<file path="config.mk">
export PLATFORM = sky130hd
export DESIGN_NAME = multi_channel_watchdog_table_unit
export DESIGN_NICKNAME = d
export VERILOG_FILES = /design/src/mcwt_pkg.sv /design/src/mcwt_table.sv /design/src/mcwt_ctrl.sv /design/src/multi_channel_watchdog_table_unit.sv
export VERILOG_INCLUDE_DIRS = /design/src /design/src/src
export SDC_FILE = /design/constraint.sdc
export NUM_CORES = 2
export LEC_CHECK = 0
export ABC_AREA = 1
export BUFFER_PORTS_ARGS = -buffer_cell sky130_fd_sc_hd__buf_2
export CAP_MARGIN = 20
export CORE_ASPECT_RATIO = 0.7
export CORE_MARGIN = 2
export CORE_UTILIZATION = 30
export DETAILED_ROUTE_END_ITERATION = 10
export PLACE_DENSITY = 0.46
export SYNTH_ARGS = -nofsm -noshare
export SYNTH_HDL_FRONTEND = slang
export SYNTH_SLANG_ARGS = --single-unit
</file>
<file path="constraint.sdc">
create_clock -name clock -period 12.5 [get_ports clock]
set_input_delay 0 -clock clock [delete_from_list [all_inputs] [get_ports clock]]
set_output_delay 0 -clock clock [all_outputs]
set_load 0.02 [all_outputs]
</file>
<file path="src/assert_macros.svh">
// ----------------------------------------------------------------------------
// Assertion macros
// Shared concurrent assertion wrappers, clocked on the rising edge and
// disabled during reset.
// ----------------------------------------------------------------------------
`ifndef ASSERT_MACROS_SVH
`define ASSERT_MACROS_SVH

// prop must hold at every clock edge outside reset
`define MCWT_ASSERT(lbl, clk, rst, prop) \
   lbl: assert property (@(posedge clk) disable iff (rst) (prop)) \
      else $error("%m: assertion failed");

// cond must never be true outside reset
`define MCWT_NEVER(lbl, clk, rst, cond) \
   lbl: assert property (@(posedge clk) disable iff (rst) !(cond)) \
      else $error("%m: forbidden condition seen");

`endif

</file>
<file path="src/mcwt_pkg.sv">
// ----------------------------------------------------------------------------
// mcwt_pkg
// Types and constants shared by the watchdog table unit.
// ----------------------------------------------------------------------------
`default_nettype none

package mcwt_pkg;

   localparam int SLOTS_DEFAULT = 16;

   localparam int ID_W   = 5;
   localparam int TIME_W = 32;
   localparam int REQ_W  = 2;

   localparam int REQ_TDATA_W = 72;
   localparam int REQ_TUSER_W = REQ_W;
   localparam int RSP_TDATA_W = 48;

   localparam logic [REQ_W-1:0] REQ_REGISTER  = 2'd0;
   localparam logic [REQ_W-1:0] REQ_HEARTBEAT = 2'd1;
   localparam logic [REQ_W-1:0] REQ_CHECK     = 2'd2;

   // strobes from the sequencer to the channel memory
   typedef struct packed {
      logic wr_alive;
      logic wr_limit;
      logic rd_en;
   } mcwt_mem_cmd_type;

   typedef struct packed {
      logic              accepted;
      logic [ID_W-1:0]   assigned_id;
      logic              timed_out;
      logic [ID_W-1:0]   failing_id;
      logic [TIME_W-1:0] elapsed_ms;
      logic              kick;
   } mcwt_rsp_type;

endpackage

`default_nettype wire

</file>
<file path="src/mcwt_table.sv">
// ----------------------------------------------------------------------------
// mcwt_table
// Channel memory: last-alive stamp and delay limit per channel, one write
// port and one registered read port each.
// ----------------------------------------------------------------------------
`default_nettype none

module mcwt_table #(
   parameter int SLOTS = mcwt_pkg::SLOTS_DEFAULT,
   parameter int IDX_W = (SLOTS > 1) ? $clog2(SLOTS) : 1
) (
   input  wire logic                          clock,
   input  wire mcwt_pkg::mcwt_mem_cmd_type    mem_cmd,
   input  wire logic [IDX_W-1:0]              wr_addr,
   input  wire logic [mcwt_pkg::TIME_W-1:0]   alive_wdata,
   input  wire logic [mcwt_pkg::TIME_W-1:0]   limit_wdata,
   input  wire logic [IDX_W-1:0]              rd_addr,
   output logic      [mcwt_pkg::TIME_W-1:0]   alive_rdata,
   output logic      [mcwt_pkg::TIME_W-1:0]   limit_rdata
);
   import mcwt_pkg::*;

   logic [TIME_W-1:0] alive_mem [SLOTS];
   logic [TIME_W-1:0] limit_mem [SLOTS];

   always_ff @(posedge clock) begin
      if (mem_cmd.wr_alive) begin
         alive_mem[wr_addr] <= alive_wdata;
      end
      if (mem_cmd.rd_en) begin
         alive_rdata <= alive_mem[rd_addr];
      end
   end

   always_ff @(posedge clock) begin
      if (mem_cmd.wr_limit) begin
         limit_mem[wr_addr] <= limit_wdata;
      end
      if (mem_cmd.rd_en) begin
         limit_rdata <= limit_mem[rd_addr];
      end
   end

endmodule

`default_nettype wire

</file>
<file path="src/mcwt_ctrl.sv">
// ----------------------------------------------------------------------------
// mcwt_ctrl
// Request sequencer: registers channels, applies heartbeats and scans the
// table one entry per cycle on a check.
// ----------------------------------------------------------------------------
`default_nettype none

`include "assert_macros.svh"

module mcwt_ctrl #(
   parameter int SLOTS = mcwt_pkg::SLOTS_DEFAULT,
   parameter int IDX_W = (SLOTS > 1) ? $clog2(SLOTS) : 1,
   parameter int CNT_W = $clog2(SLOTS + 1)
) (
   input  wire logic                          clock,
   input  wire logic                          reset,
   // request
   input  wire logic                          req_valid,
   output logic                               req_ready,
   input  wire logic [mcwt_pkg::REQ_W-1:0]    req_type,
   input  wire logic [mcwt_pkg::ID_W-1:0]     channel_id,
   input  wire logic [mcwt_pkg::TIME_W-1:0]   delay_limit,
   input  wire logic [mcwt_pkg::TIME_W-1:0]   now_ms,
   // result
   output logic                               res_valid,
   input  wire logic                          res_ready,
   output mcwt_pkg::mcwt_rsp_type             res,
   // channel memory
   output mcwt_pkg::mcwt_mem_cmd_type         mem_cmd,
   output logic      [IDX_W-1:0]              wr_addr,
   output logic      [mcwt_pkg::TIME_W-1:0]   alive_wdata,
   output logic      [mcwt_pkg::TIME_W-1:0]   limit_wdata,
   output logic      [IDX_W-1:0]              rd_addr,
   input  wire logic [mcwt_pkg::TIME_W-1:0]   alive_rdata,
   input  wire logic [mcwt_pkg::TIME_W-1:0]   limit_rdata
);
   import mcwt_pkg::*;

   localparam logic [1:0] ST_IDLE = 2'd0;
   localparam logic [1:0] ST_SCAN = 2'd1;
   localparam logic [1:0] ST_DONE = 2'd2;

   logic [1:0]        state_ff, state_in;
   logic [CNT_W-1:0]  used_cnt_ff, used_cnt_in;
   logic [IDX_W-1:0]  eval_idx_ff, eval_idx_in;
   logic [TIME_W-1:0] now_ff, now_in;
   mcwt_rsp_type      res_ff, res_in;

   logic                  req_fire;
   logic                  table_full;
   logic [CNT_W-1:0]      next_id;
   logic [CNT_W+ID_W-1:0] next_id_ext;
   logic                  hb_in_range;
   logic [IDX_W+ID_W-1:0] hb_idx_ext;
   logic [IDX_W:0]        eval_next;
   logic [IDX_W+ID_W:0]   eval_next_ext;
   logic                  eval_last;
   logic [TIME_W-1:0]     elapsed;

   assign req_ready = (state_ff == ST_IDLE);
   assign req_fire  = req_valid && req_ready;
   assign res_valid = (state_ff == ST_DONE);
   assign res       = res_ff;

   assign table_full  = (used_cnt_ff >= CNT_W'(SLOTS));
   assign next_id     = used_cnt_ff + CNT_W'(1);
   assign next_id_ext = {{ID_W{1'b0}}, next_id};

   assign hb_in_range = (channel_id != '0) &&
                        ({{CNT_W{1'b0}}, channel_id} <= (CNT_W+ID_W)'(SLOTS));
   assign hb_idx_ext  = {{IDX_W{1'b0}}, channel_id - ID_W'(1)};

   // entry under evaluation is 0-based, ids are 1-based
   assign eval_next     = {1'b0, eval_idx_ff} + (IDX_W+1)'(1);
   assign eval_next_ext = {{ID_W{1'b0}}, eval_next};
   assign eval_last     = (eval_next == (IDX_W+1)'(used_cnt_ff));
   assign elapsed       = now_ff - alive_rdata;

   assign alive_wdata = now_ms;
   assign limit_wdata = delay_limit;

   always_comb begin
      state_in    = state_ff;
      used_cnt_in = used_cnt_ff;
      eval_idx_in = eval_idx_ff;
      now_in      = now_ff;
      res_in      = res_ff;
      mem_cmd     = '0;
      wr_addr     = used_cnt_ff[IDX_W-1:0];
      rd_addr     = '0;

      unique case (state_ff)
         ST_IDLE: begin
            if (req_valid) begin
               now_in   = now_ms;
               res_in   = '0;
               state_in = ST_DONE;
               unique case (req_type)
                  REQ_REGISTER: begin
                     if (!table_full) begin
                        mem_cmd.wr_alive   = 1'b1;
                        mem_cmd.wr_limit   = 1'b1;
                        used_cnt_in        = next_id;
                        res_in.accepted    = 1'b1;
                        res_in.assigned_id = next_id_ext[ID_W-1:0];
                     end
                  end
                  REQ_HEARTBEAT: begin
                     res_in.kick = 1'b1;
                     if (hb_in_range) begin
                        mem_cmd.wr_alive = 1'b1;
                        wr_addr          = hb_idx_ext[IDX_W-1:0];
                        res_in.accepted  = 1'b1;
                     end
                  end
                  REQ_CHECK: begin
                     if (used_cnt_ff != '0) begin
                        mem_cmd.rd_en = 1'b1;
                        eval_idx_in   = '0;
                        state_in      = ST_SCAN;
                     end
                  end
                  default: begin
                  end
               endcase
            end
         end
         ST_SCAN: begin
            if (elapsed > limit_rdata) begin
               res_in.timed_out  = 1'b1;
               res_in.failing_id = eval_next_ext[ID_W-1:0];
               res_in.elapsed_ms = elapsed;
               state_in          = ST_DONE;
            end else if (eval_last) begin
               state_in = ST_DONE;
            end else begin
               mem_cmd.rd_en = 1'b1;
               rd_addr       = eval_next[IDX_W-1:0];
               eval_idx_in   = eval_next[IDX_W-1:0];
            end
         end
         ST_DONE: begin
            if (res_ready) begin
               state_in = ST_IDLE;
            end
         end
         default: begin
            state_in = ST_IDLE;
         end
      endcase
   end

   always_ff @(posedge clock) begin
      if (reset) begin
         state_ff    <= ST_IDLE;
         used_cnt_ff <= '0;
      end else begin
         state_ff    <= state_in;
         used_cnt_ff <= used_cnt_in;
      end
   end

   always_ff @(posedge clock) begin
      eval_idx_ff <= eval_idx_in;
      now_ff      <= now_in;
      res_ff      <= res_in;
   end

   `MCWT_ASSERT(a_wr_only_on_req, clock, reset, (mem_cmd.wr_alive || mem_cmd.wr_limit) |-> req_fire)
   `MCWT_ASSERT(a_scan_in_table, clock, reset, (state_ff == ST_SCAN) |-> ((IDX_W+1)'(eval_idx_ff) < (IDX_W+1)'(used_cnt_ff)))
   `MCWT_ASSERT(a_busy_after_req, clock, reset, req_fire |=> (state_ff != ST_IDLE))
   `MCWT_NEVER(a_cnt_in_range, clock, reset, used_cnt_ff > CNT_W'(SLOTS))

endmodule

`default_nettype wire

</file>
<file path="src/multi_channel_watchdog_table_unit.sv">
// ----------------------------------------------------------------------------
// multi_channel_watchdog_table_unit
// Heartbeat watchdog table: channel registration, heartbeats and timeout scan.
// ----------------------------------------------------------------------------
// Flow: each result is built in the sequencer's result register and then
//   moved into the output register; a check first reads the entries (up to
//   the registered count), one per cycle through the memory port.
// Throughput: one request at a time; the next is taken the cycle after the
//   result moves to the output register, which frees the sequencer at once.
// Reset: synchronous; clears the channel count and control. The memories are
//   not cleared: entries past the registered count are never read.
`default_nettype none

module multi_channel_watchdog_table_unit #(
   parameter int SLOTS = mcwt_pkg::SLOTS_DEFAULT
) (
   input  wire logic                              clock,
   input  wire logic                              reset,
   input  wire logic                              req_tvalid,
   output logic                                   req_tready,
   // channel_id[4:0], delay_limit[36:5], now_ms[68:37], zero pad
   input  wire logic [mcwt_pkg::REQ_TDATA_W-1:0]  req_tdata,
   // req_type[1:0]
   input  wire logic [mcwt_pkg::REQ_TUSER_W-1:0]  req_tuser,
   output logic                                   rsp_tvalid,
   input  wire logic                              rsp_tready,
   // accepted[0], assigned_id[5:1], timed_out[6], failing_id[11:7],
   // elapsed_ms[43:12], kick[44], zero pad
   output logic      [mcwt_pkg::RSP_TDATA_W-1:0]  rsp_tdata
);
   import mcwt_pkg::*;

   localparam int IDX_W = (SLOTS > 1) ? $clog2(SLOTS) : 1;
   localparam int CNT_W = $clog2(SLOTS + 1);

   mcwt_mem_cmd_type  mem_cmd;
   logic [IDX_W-1:0]  wr_addr, rd_addr;
   logic [TIME_W-1:0] alive_wdata, limit_wdata, alive_rdata, limit_rdata;

   logic         res_valid, res_ready;
   mcwt_rsp_type res;

   logic                   rsp_valid_ff, rsp_valid_in;
   logic [RSP_TDATA_W-1:0] rsp_data_ff, rsp_data_in;

   mcwt_ctrl #(
      .SLOTS (SLOTS),
      .IDX_W (IDX_W),
      .CNT_W (CNT_W)
   ) u_ctrl (
      .clock       (clock),
      .reset       (reset),
      .req_valid   (req_tvalid),
      .req_ready   (req_tready),
      .req_type    (req_tuser[REQ_W-1:0]),
      .channel_id  (req_tdata[4:0]),
      .delay_limit (req_tdata[36:5]),
      .now_ms      (req_tdata[68:37]),
      .res_valid   (res_valid),
      .res_ready   (res_ready),
      .res         (res),
      .mem_cmd     (mem_cmd),
      .wr_addr     (wr_addr),
      .alive_wdata (alive_wdata),
      .limit_wdata (limit_wdata),
      .rd_addr     (rd_addr),
      .alive_rdata (alive_rdata),
      .limit_rdata (limit_rdata)
   );

   mcwt_table #(
      .SLOTS (SLOTS),
      .IDX_W (IDX_W)
   ) u_table (
      .clock       (clock),
      .mem_cmd     (mem_cmd),
      .wr_addr     (wr_addr),
      .alive_wdata (alive_wdata),
      .limit_wdata (limit_wdata),
      .rd_addr     (rd_addr),
      .alive_rdata (alive_rdata),
      .limit_rdata (limit_rdata)
   );

   // output register: takes a result whenever it is empty or being drained
   assign res_ready = !rsp_valid_ff || rsp_tready;

   always_comb begin
      rsp_valid_in = rsp_valid_ff;
      rsp_data_in  = rsp_data_ff;
      if (res_valid && res_ready) begin
         rsp_valid_in = 1'b1;
         rsp_data_in  = {3'b000, res.kick, res.elapsed_ms, res.failing_id,
                         res.timed_out, res.assigned_id, res.accepted};
      end else if (rsp_tready) begin
         rsp_valid_in = 1'b0;
      end
   end

   always_ff @(posedge clock) begin
      if (reset) begin
         rsp_valid_ff <= 1'b0;
      end else begin
         rsp_valid_ff <= rsp_valid_in;
      end
   end

   always_ff @(posedge clock) begin
      rsp_data_ff <= rsp_data_in;
   end

   assign rsp_tvalid = rsp_valid_ff;
   assign rsp_tdata  = rsp_data_ff;

endmodule

`default_nettype wire

</file>
# Word-level counts from Yosys, hierarchy flattened
# Memory sizes are Yosys's and may differ from the RTL's. A register that Yosys moved wholly into a read port is not among the register bits.
# Cells that the tools add are included.
# totals
regBits	134
ram_bits	1024
input_bits	78
out_inout_bits	50
word_cells	95
memories	2
# op_classes
addsub	4
magnitude_cmp	3
n_eq_ne	13
muxes	43
n_bitwise	2
reduce_logical	16
# mem_list
name	words	width	rd	rd_ports_with_merged_regs	write_ports	line	text
u_table.alive_mem	16	32	1	1	1	mcwt_table.sv:23	logic [TIME_W-1:0] alive_mem [SLOTS];
u_table.limit_mem	16	32	1	1	1	mcwt_table.sv:24	logic [TIME_W-1:0] limit_mem [SLOTS];
# ops
op	count
38-bit case mux with 2 select lines	1
4-bit two-way mux	12
39-bit two-way mux	1
38-bit two-way mux	1
32-bit > comparator	1
32-bit subtractor	1
2-bit two-way mux	8
1-bit two-way mux	13
5-bit nonzero test	2
2-bit by 1-bit != test with 1-bit output, second input constant	4
4-bit case mux with 2 select lines	1
6-bit two-way mux	1
2-bit != test, second input constant	3
1-bit case mux with 2 select lines	3
2-bit case mux with 3 select lines	1
3-bit AND reduction	2
6-bit AND reduction	1
4-bit by 1-bit adder with 5-bit output, second input constant	1
5-bit by 1-bit adder with 5-bit output, second input constant	1
5-bit equality test	1
5-bit >= comparator, second input constant	1
5-bit less-or-equal comparator, second input constant	1
2-bit by 1-bit equality test with 1-bit output, second input constant	2
2-bit equality test, second input constant	2
other kinds (12)	16

# Logic depth before layout (Yosys ltp)
# logic_depth
word_depth	8
ltp_mapped	34
ltp_nobuf	32

# Cells and area by module
# A second synthesis with hierarchy kept.
# unflattened
hier_cells	5139
area_unflattened_um2	54203.2
# modules_own_cells
mod	n_inst	cells_per_inst	area_per_inst_um2	seq_area_each_um2
mcwt_table	1	4244	46025.4	32671.3
mcwt_ctrl	1	840	6752.7	2572.5
multi_channel_watchdog_table_unit	1	55	1425.1	1371.3

# Least setup slack after synthesis
# No wires, ideal clock.
# synth_timing
path_kind	register to register
start	reg u_table.alive_rdata[0] in the netlist's numbering, read port of u_table.alive_mem
end	reg u_ctrl.res_ff (netlist bit u_ctrl.res[10]), enable pin
setup_ns	0.486
arrival_ns	6.252
required_time_ns	12.014
setup_slack_ns	5.762
stages_incl_launch_ff	26
n_path_buf	3
period_less_slack_ns	6.738
path_cell_list	edfxtp_1 > ha_1 > inv_1 > fa_1 > nand2_1 > nand2_1 > o21ai_0 > o21ai_0 > a21oi_1 > o21ai_0 > nand2_1 > a31oi_1 > xnor2_1 > inv_1 > ha_1 > nand2_1 > nor2_1 > nand3b_1 > nor3b_2 > nand2_1 > nand2_1 > nand2_2 > buf_4 > buf_4 > buf_2 > o21ai_0
# synth_between
elab_chain_len	4
# synth_rtl
item	line	text
start: declaration	mcwt_table.sv:18	output logic [mcwt_pkg::TIME_W-1:0] alive_rdata,
32-bit subtractor	mcwt_ctrl.sv:77	assign elapsed = now_ff - alive_rdata;
32-bit > comparator	mcwt_ctrl.sv:129	if (elapsed > limit_rdata) begin
2-bit by 1-bit != test with 1-bit output (no source line)	n/a	
3-bit AND reduction (no source line)	n/a	
end signal: assignment	mcwt_ctrl.sv:166	res_ff <= res_in;
end: declaration	mcwt_ctrl.sv:47	mcwt_rsp_type res_ff, res_in;
# No other way between the ends.
# A chain may end at the register's enable or synchronous reset.

# Worst setup path in the final report
# layout_timing
start	reg u_table.alive_rdata[0] in the netlist's numbering, read port of u_table.alive_mem
end	reg u_table.alive_rdata[2] in the netlist's numbering, read port of u_table.alive_mem, data pin
# layout_between
elab_chain_len	4
elab_cells_between_ends	6
classes_between	add/sub (1); order compare (1); mux (4)
# layout_rtl
item	line	text
32-bit subtractor (*)	mcwt_ctrl.sv:77	
32-bit > comparator (*)	mcwt_ctrl.sv:129	
1-bit two-way mux or 4-bit two-way mux (tied branches)	mcwt_ctrl.sv:129	
1-bit case mux with 2 select lines or 4-bit two-way mux (tied branches)	mcwt_ctrl.sv:92	unique case (state_ff)
# Mark *: on every way between the ends. The rest lies on a longest branch, timed or not.

==> impl_metrics.csv <==
group,metric,value,unit
floorplanning,io_pins,128,
placement,hpwl,85.71,mm
timing,slew_viol_final,0,
grt,grt_pass1_wl,245.6,mm
setup_path,cp-start-kind,"flop",
grt,grt_pass1_vias,35440,
setup_path,cp_common_cell,"nand2_1",
setup_path,end_kind,"flop",
logic_synthesis,synth_cells,5272,
grt,grt_usage,17.18,%
placement,place_inst,7603,
setup_path,worstSetupPathType,"reg2reg",
setup_path,cp.required,12.99,ns
logic_synthesis,syn_avg_cell_area,10.65,µm²
clocking,clock_sinks,1222,
power_and_ir_drop,peakVddDrop,111.8,µV
cells_and_area,stdcell_count,7904,
drt,vias,37700,
placement,portBuffers,121,
timing,timing.fmax,129.6,MHz
timing,fin_crit_sh,61.75,%
power_and_ir_drop,p_sw_share,24.36,%
timing,slew_headroom,15.35,%
drt,vias_per_cell,4.770,
timing,hold_violations,0,
clocking,htree_levels,3,
drt,wire_per_inst,21.13,µm
power_and_ir_drop,p_seq_share,51.8,%
cells_and_area,num-fill-cells,18400,
power_and_ir_drop,p_int,6.712,mW
setup_path,critPathSlowestCell,"nand3_4",
clocking,clkSlewWorstSetupHoldPaths,0.07,ns
power_and_ir_drop,p_switching,2.162,mW
setup_path,path_max_fanout,146,
timing,min_period,7.719,ns
cells_and_area,final_common_cell,"edfxtp_1",
clocking,cts_made_buffers,121,
power_and_ir_drop,leakage,25.55,nW
drt,ant_nets,0,
setup_path,cpPeakStageDelay,0.74,ns
status,outcome,"completed",
timing,hold_ws,0.1418,ns
drt,drt_iter0_markers,3661,
floorplanning,rows,132,
floorplanning,die_area,190800,µm²
cells_and_area,synthToLayoutAreaGrowth,13.76,%
clocking,cts_tree,"yes",
hold_path,hold_path.class,"in2reg",
drt,drt_wl_total,167.0,mm
setup_path,worstPathArrival,8.21,ns
logic_synthesis,yosys_warnings,0,
timing,setup_tns,0,ns
power_and_ir_drop,clkPwrFrac,40.9,%
power_and_ir_drop,p_total,8.874,mW
clocking,cts-resized-gates,0,
clocking,clockBufferDepth,3,
cells_and_area,drive_gt1_share,12.19,%
drt,first_pass_iters,5,
cells_and_area,final_util,34.45,%
clocking,root_buffer,"clkbuf_16",
grt,overflow,0,
logic_synthesis,yosys.cell_types.count,44,
clocking,clock_latency,0.78,ns
timing,skew,0.06498,ns
grt,antenna_found_initial,18,
power_and_ir_drop,power_density,138.9,nW/µm²
cells_and_area,final_cell_mix,"edfxtp_1 (1,214), inv_1 (1,054), nand3_1 (789)",
floorplanning,start_util,30.28,%
drt,drc,0,
placement,gp_congestion,0.8199,
grt,grt_max_degree,211,
job,cap_violations,0,
timing,setup_viol,0,
timing,rsz0062_at_grt,"false",
logic_synthesis,synthesis.area,56170,µm²
floorplanning,core-area,185500,µm²
floorplanning,die_x,521.2,µm
floorplanning,die-height,366.0,µm
timing,worst_slew_pin_slew,1.270,ns
cells_and_area,nets,5470,
logic_synthesis,ys_seq_area_share,65.19,%
logic_synthesis,ys_ff_latch,1222,
power_and_ir_drop,power_frac_comb,7.3,%
-- synthesized netlist by cell type, drive strengths merged --
master	n	area share [%]
fa	1	0.036
and2	4	0.045
nand4	520	5.8
a21boi	2	0.027
conb	1	0.0067
a2111oi	1	0.016
edfxtp	1214	65
o221ai	1	0.016
nand2	585	3.9
o21bai	3	0.040
ha	67	1.5
o21ai	31	0.28
nor3b	2	0.036
buf	238	2.2
a221oi	2	0.031
o211ai	1	0.013
clkbuf	97	0.65
o211a	1	0.018
o21a	4	0.053
xor2	25	0.40
inv	1058	7.1
a21oi	56	0.50
o2111ai	1	0.016
nand3b	2	0.027
nor3	13	0.12
a21o	7	0.094
nand3	793	7.1
nor2	260	1.7
or2	259	2.9
nor4	1	0.011
xnor2	11	0.18
a31oi	3	0.033
dfxtp	8	0.29
-- worst paths after layout --
path	cells after the start	slack (ns)	start	end
worst min register to register	0	0.42	u_ctrl.res[40]	rsp_tdata[2]
worst max-delay path	28	4.78	u_table.alive_rdata[0]	u_table.alive_rdata[2]
worst min-delay path	3	0.14	req_tuser[1]	u_ctrl.res[0]
worst max register to register	28	4.78	u_table.alive_rdata[0]	u_table.alive_rdata[2]
-- per-stage QoR --
stage	area, µm²	setup slack, ns
CTS	63890	4.805
global placement	59240	4.870
finish	63900	4.781
global route	63900	4.229
detailed placement	59240	4.868
floorplan	56170	5.762
-- power groups by stage --
| stage | logic (mW) | registers (mW) | clock network (mW) |
|---|---|---|---|
| 2_1_floorplan | 0.373 | 4.68 | 0 |
| 3_3_place_gp | 0.622 | 4.68 | 0 |
| 3_5_place_dp | 0.626 | 4.68 | 0 |
| 4_1_cts | 0.652 | 4.59 | 3.73 |
| 5_1_grt | 0.711 | 4.60 | 3.88 |
| 6_report | 0.647 | 4.59 | 3.63 |
-- metal layers --
layer  part of all wire [%]  vias up  GRT usage [%]
met3                    6.6      205          3.157
li1                       -    17990              -
met5                  0.072        -              0
met4                    1.6       18          3.515
met1                     51    18440          27.45
met2                     40     1042          23.72
-- critical path, delay by kind of cell (launching register included) --
family | cells | cell delay [ns]
compound gates | 4 | 1.12
simple gates | 17 | 3.50
fa+ha+maj | 3 | 0.71
buf+inv | 4 | 1.09
flops | 1 | 0.37
-- sequential cells by signal (all words and copies together), names as in the netlist, 5 cells and up --
name and cells:
u_ctrl.used_cnt_ff 5, u_table.limit_rdata 32, u_table.limit_mem 512, rsp_tdata 45
u_table.alive_rdata 32, u_ctrl.res 45, u_ctrl.now_ff 32, u_table.alive_mem 512
-- what timing repair did --
action                    4_1_cts  5_1_grt
hold endpoints to repair     1077        0
hold buffers                   77        0
buffers inserted                0        0
-- layout make-up --
cell class / instances / area [µm²] / share of cell area [%]
clock buffer: 160 / 3257 / 5.097
clock inverter: 61 / 621.8 / 0.9732
sequential: 1222 / 36620 / 57.30
antenna: 3 / 7.507 / 0.01175
inverter: 1058 / 3986 / 6.239
timing repair buffer: 262 / 1969 / 3.082
tap: 2479 / 3102 / 4.854
multi-input combinational: 2659 / 14340 / 22.44
-- cells by family (layout without fill, tap and decap cells) --
group | count (synthesis) | after routing | synth area share [%]
other | 1 | 6 | 0.006677
adder cells (fa/ha/maj) | 68 | 68 | 1.528
AND/OR/NAND/NOR | 2439 | 2439 | 21.68
AO/OA/AOI/OAI | 113 | 113 | 1.132
XOR/XNOR | 36 | 36 | 0.5881
buffers and inverters | 1393 | 1541 | 9.877
flip-flops | 1222 | 1222 | 65.19
Note: power is estimated with default switching activity, not from simulation.
